## config.mk

```make
export PLATFORM = sky130hd
export DESIGN_NAME = esc_ctrl
export DESIGN_NICKNAME = d
export VERILOG_FILES = /design/src/rtl/esc_pkg.sv /design/src/rtl/esc_ctrl.sv
export SDC_FILE = /design/constraint.sdc
export NUM_CORES = 1
export LEC_CHECK = 0
export BUFFER_PORTS_ARGS = -buffer_cell sky130_fd_sc_hd__buf_2
export CAP_MARGIN = 40
export CORE_AREA = 3 3 40 42
export DETAILED_ROUTE_END_ITERATION = 7
export DIE_AREA = 0 0 43 45
export GPL_ROUTABILITY_DRIVEN = 0
export HOLD_SLACK_MARGIN = 0.08
export SLEW_MARGIN = 25
export SYNTH_ARGS = -nofsm -noshare
export SYNTH_HDL_FRONTEND = slang
export SYNTH_SLANG_ARGS = --single-unit
```

## constraint.sdc

```tcl
create_clock -name clk -period 1.2 [get_ports clk]
set_input_delay 0.24 -clock clk [delete_from_list [all_inputs] [get_ports clk]]
set_output_delay 0.24 -clock clk [all_outputs]
set_load 0.05 [all_outputs]
```

## src/rtl/esc_pkg.sv

```systemverilog
`default_nettype none

package esc_pkg;

    localparam int unsigned YEAR_W   = 11;
    localparam int unsigned MONTH_W  = 4;
    localparam int unsigned DAY_W    = 5;
    localparam int unsigned HOUR_W   = 5;
    localparam int unsigned MINUTE_W = 6;
    localparam int unsigned SECOND_W = 6;
    localparam int unsigned MICRO_W  = 20;
    localparam int unsigned EPOCH_W  = 31;
    localparam int unsigned OFFSET_W = 5;
    localparam int unsigned TIME_W   = 32;

    localparam logic [TIME_W-1:0] SECS_PER_MINUTE = 32'd60;
    localparam logic [TIME_W-1:0] SECS_PER_HOUR   = 32'd3600;
    localparam logic [TIME_W-1:0] SECS_PER_DAY    = 32'd86400;
    localparam logic [TIME_W-1:0] COMMON_YEAR_SECS = 32'd31536000;
    localparam logic [TIME_W-1:0] LEAP_YEAR_SECS   = 32'd31622400;

    localparam logic signed [OFFSET_W-1:0] OFFSET_RESET = 5'sd8;

    // walk starts at 1970, residues of the start year kept as counters
    localparam logic [YEAR_W-1:0] EPOCH_YEAR     = 11'd1970;
    localparam logic [YEAR_W-1:0] PRE_EPOCH_YEAR = 11'd1969;
    localparam logic [1:0]        EPOCH_MOD4     = 2'd2;
    localparam logic [6:0]        EPOCH_MOD100   = 7'd70;
    localparam logic [8:0]        EPOCH_MOD400   = 9'd370;
    localparam logic [6:0]        LAST_MOD100    = 7'd99;
    localparam logic [8:0]        LAST_MOD400    = 9'd399;

    localparam logic [MONTH_W-1:0] JANUARY  = 4'd1;
    localparam logic [MONTH_W-1:0] DECEMBER = 4'd12;
    localparam logic [DAY_W-1:0]   FIRST_DAY = 5'd1;
    localparam logic [DAY_W-1:0]   LAST_DAY_DEC = 5'd31;

    typedef enum logic [2:0] {
        PH_YEAR,
        PH_MONTH,
        PH_DAY,
        PH_HOUR,
        PH_MINUTE
    } esc_phase_t;

    typedef struct packed {
        logic       load;
        logic       settle;
        logic       step;
        esc_phase_t phase;
        logic       out_load;
    } esc_cmd_t;

    typedef struct packed {
        logic neg;
        logic ge;
        logic month_last;
    } esc_status_t;

    // length of a month in seconds
    function automatic logic [TIME_W-1:0] month_secs(input logic leap,
                                                     input logic [MONTH_W-1:0] month);
        logic [TIME_W-1:0] secs;
        begin
            case (month)
                4'd2:                       secs = leap ? 32'd2505600 : 32'd2419200;
                4'd4, 4'd6, 4'd9, 4'd11:    secs = 32'd2592000;
                default:                    secs = 32'd2678400;
            endcase
            return secs;
        end
    endfunction

endpackage

`default_nettype wire

```

## src/rtl/esc_ctrl.sv

```systemverilog
`default_nettype none

module esc_ctrl (
    input  wire logic                  clk,
    input  wire logic                  rst_n,
    input  wire logic                  in_valid,
    output logic                       in_ready,
    output logic                       out_valid,
    input  wire logic                  out_ready,
    input  wire esc_pkg::esc_status_t  status,
    output esc_pkg::esc_cmd_t          cmd
);

    typedef enum logic [2:0] {
        S_IDLE,
        S_SETTLE,
        S_YEAR,
        S_MONTH,
        S_DAY,
        S_HOUR,
        S_MINUTE,
        S_DONE
    } state_t;

    state_t state_reg;
    state_t state_next;
    logic   out_valid_reg;

    assign in_ready  = (state_reg == S_IDLE);
    assign out_valid = out_valid_reg;

    always_comb
    begin
        state_next   = state_reg;
        cmd.load     = 1'b0;
        cmd.settle   = 1'b0;
        cmd.step     = 1'b0;
        cmd.phase    = esc_pkg::PH_YEAR;
        cmd.out_load = 1'b0;
        unique case (state_reg)
            S_IDLE:
            begin
                if (in_valid)
                begin
                    cmd.load   = 1'b1;
                    state_next = S_SETTLE;
                end
            end
            S_SETTLE:
            begin
                cmd.settle = 1'b1;
                state_next = status.neg ? S_HOUR : S_YEAR;
            end
            S_YEAR:
            begin
                cmd.phase = esc_pkg::PH_YEAR;
                cmd.step  = status.ge;
                if (!status.ge)
                begin
                    state_next = S_MONTH;
                end
            end
            S_MONTH:
            begin
                cmd.phase = esc_pkg::PH_MONTH;
                cmd.step  = status.ge && !status.month_last;
                if (!status.ge || status.month_last)
                begin
                    state_next = S_DAY;
                end
            end
            S_DAY:
            begin
                cmd.phase = esc_pkg::PH_DAY;
                cmd.step  = status.ge;
                if (!status.ge)
                begin
                    state_next = S_HOUR;
                end
            end
            S_HOUR:
            begin
                cmd.phase = esc_pkg::PH_HOUR;
                cmd.step  = status.ge;
                if (!status.ge)
                begin
                    state_next = S_MINUTE;
                end
            end
            S_MINUTE:
            begin
                cmd.phase = esc_pkg::PH_MINUTE;
                cmd.step  = status.ge;
                if (!status.ge)
                begin
                    state_next = S_DONE;
                end
            end
            S_DONE:
            begin
                if (!out_valid_reg || out_ready)
                begin
                    cmd.out_load = 1'b1;
                    state_next   = S_IDLE;
                end
            end
            default:
            begin
                state_next = S_IDLE;
            end
        endcase
    end

    always_ff @(posedge clk or negedge rst_n)
    begin
        if (!rst_n)
        begin
            state_reg     <= S_IDLE;
            out_valid_reg <= 1'b0;
        end
        else
        begin
            state_reg <= state_next;
            if (cmd.out_load)
            begin
                out_valid_reg <= 1'b1;
            end
            else if (out_ready)
            begin
                out_valid_reg <= 1'b0;
            end
        end
    end

endmodule

`default_nettype wire

```

==> results.md <==
- Critical Path Sink Type: output port
- DRT iter0 DRCs: 14
- Post-DR wirelength/cell: 12.1 microns
- GRT Residual Overflow: 0
- Post-detailed-route count of antenna-violating nets: 0
- Buf/Inv on CP: 2
- Critical Path RT: 960 ps
- Proportion of register bits with asynchronous set or reset after synthesis: 1.00
- Vias after detailed routing: 406
- Multi-input gate area: 287 sq um
- H-Tree Level Count: 1
- Leading cell types by total area after synthesis: sky130_fd_sc_hd__dfrtp_1, sky130_fd_sc_hd__nor2b_1, sky130_fd_sc_hd__nor2_1, sky130_fd_sc_hd__a32oi_1, sky130_fd_sc_hd__o41ai_2
- DRC errors left: 0
- Via density per instance: 4.67
- Count of antenna diodes in the layout: 0
- Pin count of the biggest net entering global routing: 10
- Ratio of cells with drive above 1 in the final layout: 0.736
- Number of pins with negative max-slew slack in the final report: 0
- Number of standard cells after synthesis: 40
- Crit-path most repeated cell: sky130_fd_sc_hd__buf_6
- Reg area: 105 sq um
- Run status: complete, but fails checks
- Die height: 45 microns
- Length in cells of the worst reg-to-reg path: 6
- Critical path start-end classification: flip-flop to output port
- Endpoint of the worst-slack reg-to-reg timing path: state_reg[1]
- Drt pass-1 iters: 4
- Tightest Pin Transition: 252 ps
- Cell taking the most area after synthesis: sky130_fd_sc_hd__dfrtp_1
- Count of port buffers added during placement: 15
- Routed Wire Length: 1.05 mm
- Effective utilization at floorplan: 0.248
- Setup repair after global routing missed its margin: true
- Family with the most delay on the worst path: flip-flops
- Final-layout setup total negative slack: -2390 ps
- Endpoint with the worst hold slack: out_valid
- Top cell types by occurrence after synthesis: sky130_fd_sc_hd__nor2_1, sky130_fd_sc_hd__dfrtp_1, sky130_fd_sc_hd__nor2b_1, sky130_fd_sc_hd__nor3_1, sky130_fd_sc_hd__o21ai_0
- Clock-pin slew reported for the worst setup and hold paths after clock tree synthesis: 40 ps
- Later-pin clock latency in the skew report: 230 ps
- Clock tree from TritonCTS: done
- Highest clock frequency the design can meet: 0.675 GHz
- Number of buffers between clock root and the deepest sink: 2
- Rel. slew slack: 0.830
- Final-layout fill cell count: 109
- MaxCap Viol Count: 0
- Number of top-level pins: 16
- Initial antenna violation count: 0
- Number of synthesized register bits: 4
- Global-route wire length before repair: 1.57 mm
- Chain of cells forming the critical path: buf_6, xnor2_4, nor2_4, buf_6
- Count of distinct cell types in the synthesized netlist: 21
- Area of the mapped netlist: 319 sq um
- Part of the Yosys area used for sequential elements: 0.314
- Synthesis warning total: 0
- Violations in the final reports: setup timing
- Biggest cell delay along the critical path: 470 ps
- Tmin final: 1480 ps
- Max FO, Critical Path: 6
- Fraction of post-synthesis cell area in the top cell type by area: 0.314
- Worst flop-to-flop path startpoint: state_reg[2]
- Relative area change from synthesis to final layout: 122%
- Net Count, Synth: 47
- CP arrival: 1240 ps
- Dominant synthesized flop cell: sky130_fd_sc_hd__dfrtp_1
- Worst Slack Setup Final: -281 ps
- Library cell used as clock root buffer: sky130_fd_sc_hd__clkbuf_4
- Kind of start point of the critical path: flip-flop
- Std cell rows: 13
- Number of flops mapped to enable cells by yosys: 0
- Number of flip-flops under the largest register name: 3
- HP Class: primary input to flip-flop
- Worst hold path cell count: 3
- Final setup skew: 7.09 ps
- Final hold viol count: 0
- Syn_area_per_cell: 7.98 sq um
- Post-detailed-placement half-perimeter wirelength: 621 microns
- Most numerous cell in the Yosys netlist: sky130_fd_sc_hd__nor2_1
- Slowest CP cell: sky130_fd_sc_hd__dfrtp_2
- Total core area: 1280 sq um
- Overall routing resource usage: 0.113
- Cts bufs inserted: 3
- Via count of the first global-routing pass: 379
- Net count, final: 80
- Setup slack on the worst flop-to-flop path: -190 ps
- Total number of clock tree sinks: 4
- Setup violators final: 11
- Die ar.: 1940 sq um
- Fraction of the cycle the final worst path needs: 1.23
- DIE WIDTH: 43 microns
- Start point of the worst hold path: out_ready
metal layers:
metal	global-route usage	wire (microns)
met4	0.0723	0
met3	0.0120	54
met2	0.216	619
met5	0	0
met1	0.118	377
kinds of logic (layout without fill, tap and decap cells):
kind of cell / count (synthesis) / in the layout / synth area share
AND/OR/NAND/NOR: 20 / 20 / 0.329
AO/OA/AOI/OAI: 11 / 11 / 0.275
XOR/XNOR: 1 / 1 / 0.0275
buffers and inverters: 4 / 36 / 0.0549
flip-flops: 4 / 4 / 0.314
through the flow:
stage / utilization / std cells / instance area (sq um) / hold WS, ps / setup slack, ps
global route: 0.550 / 87 / 707 / 336 / -314
floorplan: - / 40 / 378 / -55.6 / -433
global placement: 0.402 / 77 / 517 / 47.0 / -143
detailed placement: 0.402 / 77 / 517 / 47.7 / -168
CTS: 0.535 / 86 / 687 / 321 / -279
finish: 0.550 / 87 / 707 / 332 / -281
worst register-to-register path: stages, from the launching register on:
cell,delay (ps)
sky130_fd_sc_hd__dfrtp_2,470
sky130_fd_sc_hd__buf_6,160
sky130_fd_sc_hd__buf_4,130
sky130_fd_sc_hd__buf_6,120
sky130_fd_sc_hd__nor2_4,90
sky130_fd_sc_hd__nand3b_1,80
sky130_fd_sc_hd__a32oi_1,220
worst max-delay path by stage:
stage	from	end	depth (start not counted)	slack, ps
floorplan	state_reg[1]	cmd[6]	3	-430
global placement	state_reg[1]	cmd[0]	4	-140
detailed placement	state_reg[1]	cmd[1]	4	-170
CTS	state_reg[2]	cmd[1]	4	-280
global route	state_reg[2]	cmd[1]	4	-310
finish	state_reg[2]	cmd[1]	4	-280
placed cells by master, fill, tap and decap left out, drive strengths merged:
| cell type | Yosys | layout |
|---|---|---|
| nor2 | 5 | 5 |
| nand2b | 1 | 1 |
| dfrtp | 4 | 4 |
| dlygate4sd3 | 0 | 1 |
| a2bb2oi | 1 | 1 |
| o211ai | 1 | 1 |
| nor3 | 3 | 3 |
| nand3b | 1 | 1 |
| o21a | 1 | 1 |
| clkbuf | 0 | 4 |
| nand2 | 3 | 3 |
| xnor2 | 1 | 1 |
| o41ai | 1 | 1 |
| a32oi | 2 | 2 |
| and3 | 1 | 1 |
| o21ai | 3 | 3 |
| nor2b | 4 | 4 |
| and2 | 2 | 2 |
| a21oi | 2 | 2 |
| buf | 2 | 29 |
| inv | 2 | 2 |
cell type report:
class / instances / area share
clock buffers: 4 / 0.0372
well taps: 15 / 0.0265
multi-input cells: 32 / 0.405
repair buffers: 30 / 0.372
inverters: 2 / 0.0106
flip-flops and latches: 4 / 0.149
timing repair:
item | 4_1_cts | 5_1_grt
endpoints found under the hold margin | 4 | 0
setup buffers | 4 | 1
cloned | 0 | 0
setup endpoints to repair | 11 | 11
hold buffers | 1 | 0
pin swaps | 7 | 6
resized for setup | 29 | 3
Power is left out: the tool's default activity adds up to more than one toggle a clock period on the data nets, which glitch-free logic cannot reach.
