## config.mk

```make
export PLATFORM = sky130hd
export DESIGN_NAME = esc_datapath
export DESIGN_NICKNAME = d
export VERILOG_FILES = /design/src/rtl/esc_pkg.sv /design/src/rtl/esc_datapath.sv
export SDC_FILE = /design/constraint.sdc
export NUM_CORES = 1
export LEC_CHECK = 0
export BUFFER_PORTS_ARGS = -buffer_cell sky130_fd_sc_hd__clkbuf_2
export CORE_MARGIN = 2
export CORE_UTILIZATION = 60
export DETAILED_ROUTE_END_ITERATION = 7
export PLACE_DENSITY = 0.81
export SLEW_MARGIN = 20
export SYNTH_ARGS = -nofsm -noshare
export SYNTH_HDL_FRONTEND = slang
export SYNTH_SLANG_ARGS = --single-unit
```

## constraint.sdc

```tcl
create_clock -name clk -period 6.1 [get_ports clk]
set_input_delay 0.61 -clock clk [delete_from_list [all_inputs] [get_ports clk]]
set_output_delay 0.61 -clock clk [all_outputs]
set_load 0.05 [all_outputs]
```

## src/rtl/esc_pkg.sv

```systemverilog
`default_nettype none

package esc_pkg;

    localparam int unsigned YEAR_W   = 11;
    localparam int unsigned MONTH_W  = 4;
    localparam int unsigned DAY_W    = 5;
    localparam int unsigned HOUR_W   = 5;
    localparam int unsigned MINUTE_W = 6;
    localparam int unsigned SECOND_W = 6;
    localparam int unsigned MICRO_W  = 20;
    localparam int unsigned EPOCH_W  = 31;
    localparam int unsigned OFFSET_W = 5;
    localparam int unsigned TIME_W   = 32;

    localparam logic [TIME_W-1:0] SECS_PER_MINUTE = 32'd60;
    localparam logic [TIME_W-1:0] SECS_PER_HOUR   = 32'd3600;
    localparam logic [TIME_W-1:0] SECS_PER_DAY    = 32'd86400;
    localparam logic [TIME_W-1:0] COMMON_YEAR_SECS = 32'd31536000;
    localparam logic [TIME_W-1:0] LEAP_YEAR_SECS   = 32'd31622400;

    localparam logic signed [OFFSET_W-1:0] OFFSET_RESET = 5'sd8;

    // walk starts at 1970, residues of the start year kept as counters
    localparam logic [YEAR_W-1:0] EPOCH_YEAR     = 11'd1970;
    localparam logic [YEAR_W-1:0] PRE_EPOCH_YEAR = 11'd1969;
    localparam logic [1:0]        EPOCH_MOD4     = 2'd2;
    localparam logic [6:0]        EPOCH_MOD100   = 7'd70;
    localparam logic [8:0]        EPOCH_MOD400   = 9'd370;
    localparam logic [6:0]        LAST_MOD100    = 7'd99;
    localparam logic [8:0]        LAST_MOD400    = 9'd399;

    localparam logic [MONTH_W-1:0] JANUARY  = 4'd1;
    localparam logic [MONTH_W-1:0] DECEMBER = 4'd12;
    localparam logic [DAY_W-1:0]   FIRST_DAY = 5'd1;
    localparam logic [DAY_W-1:0]   LAST_DAY_DEC = 5'd31;

    typedef enum logic [2:0] {
        PH_YEAR,
        PH_MONTH,
        PH_DAY,
        PH_HOUR,
        PH_MINUTE
    } esc_phase_t;

    typedef struct packed {
        logic       load;
        logic       settle;
        logic       step;
        esc_phase_t phase;
        logic       out_load;
    } esc_cmd_t;

    typedef struct packed {
        logic neg;
        logic ge;
        logic month_last;
    } esc_status_t;

    // length of a month in seconds
    function automatic logic [TIME_W-1:0] month_secs(input logic leap,
                                                     input logic [MONTH_W-1:0] month);
        logic [TIME_W-1:0] secs;
        begin
            case (month)
                4'd2:                       secs = leap ? 32'd2505600 : 32'd2419200;
                4'd4, 4'd6, 4'd9, 4'd11:    secs = 32'd2592000;
                default:                    secs = 32'd2678400;
            endcase
            return secs;
        end
    endfunction

endpackage

`default_nettype wire

```

## src/rtl/esc_datapath.sv

```systemverilog
`default_nettype none

module esc_datapath (
    input  wire logic                              clk,
    input  wire logic                              rst_n,
    input  wire esc_pkg::esc_cmd_t                 cmd,
    output esc_pkg::esc_status_t                   status,
    input  wire logic                              cfg_we,
    input  wire logic [esc_pkg::OFFSET_W-1:0]      cfg_data,
    input  wire logic [esc_pkg::EPOCH_W-1:0]       epoch_seconds,
    input  wire logic [esc_pkg::MICRO_W-1:0]       micro_part,
    output logic      [esc_pkg::YEAR_W-1:0]        cal_year,
    output logic      [esc_pkg::MONTH_W-1:0]       cal_month,
    output logic      [esc_pkg::DAY_W-1:0]         cal_day,
    output logic      [esc_pkg::HOUR_W-1:0]        cal_hour,
    output logic      [esc_pkg::MINUTE_W-1:0]      cal_minute,
    output logic      [esc_pkg::SECOND_W-1:0]      cal_second,
    output logic      [esc_pkg::MICRO_W-1:0]       cal_micro
);

    logic signed [esc_pkg::OFFSET_W-1:0] offset_reg;
    logic signed [17:0]                  off_secs;
    logic signed [esc_pkg::TIME_W:0]     sum_reg;
    logic [esc_pkg::TIME_W-1:0]          t_reg;
    logic [esc_pkg::TIME_W-1:0]          sub_val;
    logic [esc_pkg::TIME_W-1:0]          diff;
    logic                                leap;
    logic [esc_pkg::YEAR_W-1:0]          year_reg;
    logic [1:0]                          mod4_reg;
    logic [6:0]                          mod100_reg;
    logic [8:0]                          mod400_reg;
    logic [esc_pkg::MONTH_W-1:0]         month_reg;
    logic [esc_pkg::DAY_W-1:0]           day_reg;
    logic [esc_pkg::HOUR_W-1:0]          hour_reg;
    logic [esc_pkg::MINUTE_W-1:0]        minute_reg;
    logic [esc_pkg::MICRO_W-1:0]         micro_reg;

    // zone offset register
    always_ff @(posedge clk or negedge rst_n)
    begin
        if (!rst_n)
        begin
            offset_reg <= esc_pkg::OFFSET_RESET;
        end
        else if (cfg_we)
        begin
            offset_reg <= cfg_data;
        end
    end

    // offset sign-extended to the product width before the multiply
    assign off_secs = $signed({{(18 - esc_pkg::OFFSET_W){offset_reg[esc_pkg::OFFSET_W-1]}},
                               offset_reg}) * 18'sd3600;

    // gregorian rule from the residue counters
    assign leap = (mod400_reg == 9'd0) || ((mod4_reg == 2'd0) && (mod100_reg != 7'd0));

    always_comb
    begin
        case (cmd.phase)
            esc_pkg::PH_YEAR:   sub_val = leap ? esc_pkg::LEAP_YEAR_SECS
                                               : esc_pkg::COMMON_YEAR_SECS;
            esc_pkg::PH_MONTH:  sub_val = esc_pkg::month_secs(leap, month_reg);
            esc_pkg::PH_DAY:    sub_val = esc_pkg::SECS_PER_DAY;
            esc_pkg::PH_HOUR:   sub_val = esc_pkg::SECS_PER_HOUR;
            esc_pkg::PH_MINUTE: sub_val = esc_pkg::SECS_PER_MINUTE;
            default:            sub_val = esc_pkg::SECS_PER_MINUTE;
        endcase
    end

    assign diff = t_reg - sub_val;

    assign status.neg        = sum_reg[esc_pkg::TIME_W];
    assign status.ge         = (t_reg >= sub_val);
    assign status.month_last = (month_reg == esc_pkg::DECEMBER);

    always_ff @(posedge clk)
    begin
        if (cmd.load)
        begin
            sum_reg   <= $signed({2'b00, epoch_seconds}) + {{15{off_secs[17]}}, off_secs};
            micro_reg <= micro_part;
        end

        if (cmd.settle)
        begin
            hour_reg   <= '0;
            minute_reg <= '0;
            mod4_reg   <= esc_pkg::EPOCH_MOD4;
            mod100_reg <= esc_pkg::EPOCH_MOD100;
            mod400_reg <= esc_pkg::EPOCH_MOD400;
            if (sum_reg[esc_pkg::TIME_W])
            begin
                // before the epoch: stays within the last day of 1969
                t_reg     <= sum_reg[esc_pkg::TIME_W-1:0] + esc_pkg::SECS_PER_DAY;
                year_reg  <= esc_pkg::PRE_EPOCH_YEAR;
                month_reg <= esc_pkg::DECEMBER;
                day_reg   <= esc_pkg::LAST_DAY_DEC;
            end
            else
            begin
                t_reg     <= sum_reg[esc_pkg::TIME_W-1:0];
                year_reg  <= esc_pkg::EPOCH_YEAR;
                month_reg <= esc_pkg::JANUARY;
                day_reg   <= esc_pkg::FIRST_DAY;
            end
        end
        else if (cmd.step)
        begin
            t_reg <= diff;
            case (cmd.phase)
                esc_pkg::PH_YEAR:
                begin
                    year_reg   <= year_reg + 11'd1;
                    mod4_reg   <= mod4_reg + 2'd1;
                    mod100_reg <= (mod100_reg == esc_pkg::LAST_MOD100) ? 7'd0
                                                                        : mod100_reg + 7'd1;
                    mod400_reg <= (mod400_reg == esc_pkg::LAST_MOD400) ? 9'd0
                                                                        : mod400_reg + 9'd1;
                end
                esc_pkg::PH_MONTH:  month_reg  <= month_reg + 4'd1;
                esc_pkg::PH_DAY:    day_reg    <= day_reg + 5'd1;
                esc_pkg::PH_HOUR:   hour_reg   <= hour_reg + 5'd1;
                esc_pkg::PH_MINUTE: minute_reg <= minute_reg + 6'd1;
                default:            minute_reg <= minute_reg;
            endcase
        end

        if (cmd.out_load)
        begin
            cal_year   <= year_reg;
            cal_month  <= month_reg;
            cal_day    <= day_reg;
            cal_hour   <= hour_reg;
            cal_minute <= minute_reg;
            cal_second <= t_reg[esc_pkg::SECOND_W-1:0];
            cal_micro  <= micro_reg;
        end
    end

endmodule

`default_nettype wire

```

==> impl_metrics.tcl <==
set metrics [dict create \
    status "finished, final reports clean" \
    n_antenna_cell 0 \
    finalCriticalPeriod_ps 5662 \
    clk_pin_slew_ps 70 \
    p_seq_share_pct 37.8 \
    fin_worst_skew_ps 8.847 \
    grt_usage_pct 24.06 \
    die_area_sq_um 20390 \
    layout_common_cells "162 x edfxtp_1, 125 x clkbuf_2, 84 x nand2_1" \
    dr.pass1.iters 5 \
    path_cells "fa_1 > inv_1 > fa_1 > fa_1 > fa_1 > nor2b_1 > o21a_1 > o21ai_1 > mux2_2 > inv_1 > ha_1 > a21oi_1 > o211ai_1 > a221oi_1 > nand3_1 > o211ai_1 > nor3_1 > a311oi_1" \
    yosys_warnings 0 \
    grt_pass1_vias 8428 \
    vias 8637 \
    internal_power_mw 3.151 \
    synth_nets 1256 \
    slowest_stage "dfstp_2" \
    post_cts_buffers 0 \
    clock_path_buffers 2 \
    synthArstFlopShare_pct 2.551 \
    largest_reg_flops 33 \
    die_width_um 142.8 \
    max_slew.worst_pin.slew_ps 787.0 \
    numCtsBuffers 17 \
    maxCapViolations 0 \
    synth.area.top_cells "edfxtp_1 42%, ha_1 8.8%, dfxtp_1 5.0%" \
    io_buffers 125 \
    swShare_pct 36.52 \
    grtUsageMet2_pct 41.17 \
    mostFrequentLayoutCell "edfxtp_1" \
    critPathTopFamily "adder cells" \
    seq_area_sq_um 5572 \
    relSlewSlack_pct 47.54 \
    rows 50 \
    grt_pass1_wl_um 39520 \
    clock_sinks 196 \
    ios 126 \
    final_hold_viol_count 0 \
    syn_area_per_cell_sq_um 10.50 \
    syn2layout_area_growth_pct 12.69 \
    initial_core_util_pct 61.40 \
    multi_input_area_sq_um 5584 \
    setup_viol 0 \
    p_per_area_nw_per_um2 380.9 \
    wl_per_cell_um 15.71 \
    htree_levels 4 \
    yosys.area.top_type_share_pct 42.08 \
    placed_cell_area_sq_um 12380 \
    clock.fmax_mhz 176.6 \
    netlist_area_sq_um 11560 \
    setup_slack_ps 438.1 \
    core_area_sq_um 18830 \
    finish.instance_area_sq_um 13030 \
    grt_max_degree 58 \
    vdd_drop_max_v 0.0002647 \
    ant_nets 0 \
    synth-seq-cells 196 \
    synth_cell_type_count 77 \
    synth_cells 1101 \
    drive_gt1_share_pct 14.99 \
    viasPerCell 5.832 \
    worst_path_largest_cell_delay_ps 590 \
    hold_path_class "input port to register" \
    worstSkewPairLatency_ps 440 \
    critPathKind "register to register" \
    fin_nets 1363 \
    fillers 1398 \
    antenna_found_initial 0 \
    pwr-share-comb_pct 38.7 \
    place_ws_ps 527.2 \
    finalWeightedCongestion 0.9449 \
    drtIter0Drc 511 \
    cts_tree "done" \
    final-max-slew-violation-count 0 \
    fin_crit_sh_pct 92.82 \
    synth_seq_area_share_pct 48.19 \
    tns_ps 0 \
    r2r_setup_slack_ps 440 \
    worstPathMaxFanout 12 \
    grt_overflow 0 \
    met1_usage_pct 30.75 \
    cts.root.buffer_cell "clkbuf_16" \
    floorplan.die.height_um 142.8 \
    synth_edf_count 162 \
    clkPwrFrac_pct 23.5 \
    cp.required_ps 6360 \
    yosysTopAreaCell "edfxtp_1" \
    busiest_layer "met2" \
    leakage_nw 5.206 \
    drt_wl_total_um 23260 \
    p_switching_mw 1.812 \
    cp-start-kind "register" \
    dp_hpwl_um 16820 \
    met3_usage_pct 4.460 \
    worst-path-buf-inv 2 \
    rsz0062_at_grt "false" \
    cp-end-kind "register" \
    drc 0 \
    worstPathArrival_ps 5920 \
    yosys_most_used_dff "edfxtp_1" \
    crit_top_cell "fa_1" \
]
[cell usage after synthesis, types with 29 or more instances]
master / count
a21oi_1: 56
clkbuf_1: 39
dfxtp_1: 29
edfxtp_1: 162
ha_1: 81
inv_1: 58
nand2_1: 84
nand3_1: 36
nor2_1: 83
o21ai_0: 45
xnor2_1: 50
xor2_1: 40
[path summary, 6_finish.rpt]
check,startpoint,to,cells past startpoint
max,offset_reg[3]$_DFFE_PN1P_,sum_reg[32]$_DFFE_PP_,18
min,epoch_seconds[3],sum_reg[3]$_DFFE_PP_,1
max reg2reg,offset_reg[3]$_DFFE_PN1P_,sum_reg[32]$_DFFE_PP_,18
min reg2reg,micro_reg[9]$_DFFE_PP_,cal_micro[9]$_DFFE_PP_,0
max in group asynchronous,rst_n,offset_reg[3]$_DFFE_PN1P_,2
min in group asynchronous,rst_n,offset_reg[0]$_DFFE_PN0P_,2
[metal layers]
metal	wire, um	share of wire (%)	vias up
li1	-	-	4273
met1	10200	44	4061
met2	11410	49	250
met3	1125	4.8	53
met4	527	2.3	0
met5	0	0	-
[worst reg2reg max path, stage by stage (launching register included)]
cell and delay, ps:
dfstp_2 590, fa_1 420, inv_1 80, fa_1 450, fa_1 540, fa_1 470
nor2b_1 130, o21a_1 130, o21ai_1 60, mux2_2 370, inv_1 350, ha_1 350
a21oi_1 260, o211ai_1 140, a221oi_1 260, nand3_1 240, o211ai_1 280, nor3_1 90
a311oi_1 270
[timing repair]
| action | 4_1_cts | 5_1_grt |
|---|---|---|
| hold buffers | 1 | 0 |
| hold endpoints to repair | 4 | 0 |
| resized for setup | 0 | 0 |
[logic make-up after synthesis]
| kind of cell | after synthesis | share of synthesized area, % |
|---|---|---|
| flip-flops | 196 | 48.19 |
| multiplexers | 12 | 1.115 |
| AND/OR/NAND/NOR | 340 | 14.75 |
| XOR/XNOR | 90 | 6.818 |
| AO/OA/AOI/OAI | 269 | 15.47 |
| adder cells (fa/ha/maj) | 89 | 10.15 |
| buffers and inverters | 105 | 3.507 |
[area by class of cell]
class | count | share of cell area [%]
multi-input cells | 800 | 42.86
flip-flops and latches | 196 | 42.76
repair buffers | 133 | 5.282
clock buffers | 19 | 3.649
well taps | 260 | 2.497
inverters | 60 | 1.729
clock inverters | 13 | 1.220
[power by group through the flow]
stage / Sequential (mW) / Combinational, mW / Clock, mW
4_1_cts: 1.87 / 1.91 / 1.18
3_5_place_dp: 1.90 / 1.88 / 0
3_3_place_gp: 1.89 / 1.85 / 0
2_1_floorplan: 1.93 / 1.46 / 0
5_1_grt: 1.90 / 2.15 / 1.23
6_report: 1.87 / 1.92 / 1.17
[stage by stage]
stage          util [%]  total power, mW  instances  hold slack [ps]
3_5_place_dp      65.77            3.784       1448            404.5
2_1_floorplan         -            3.388       1101            314.4
5_1_grt           69.19            5.284       1481            320.6
3_3_place_gp      65.77            3.739       1448            400.6
4_1_cts           69.19            4.961       1481            321.5
6_report          69.19            4.963       1481            339.4
Power figures use the tool's default switching activity.
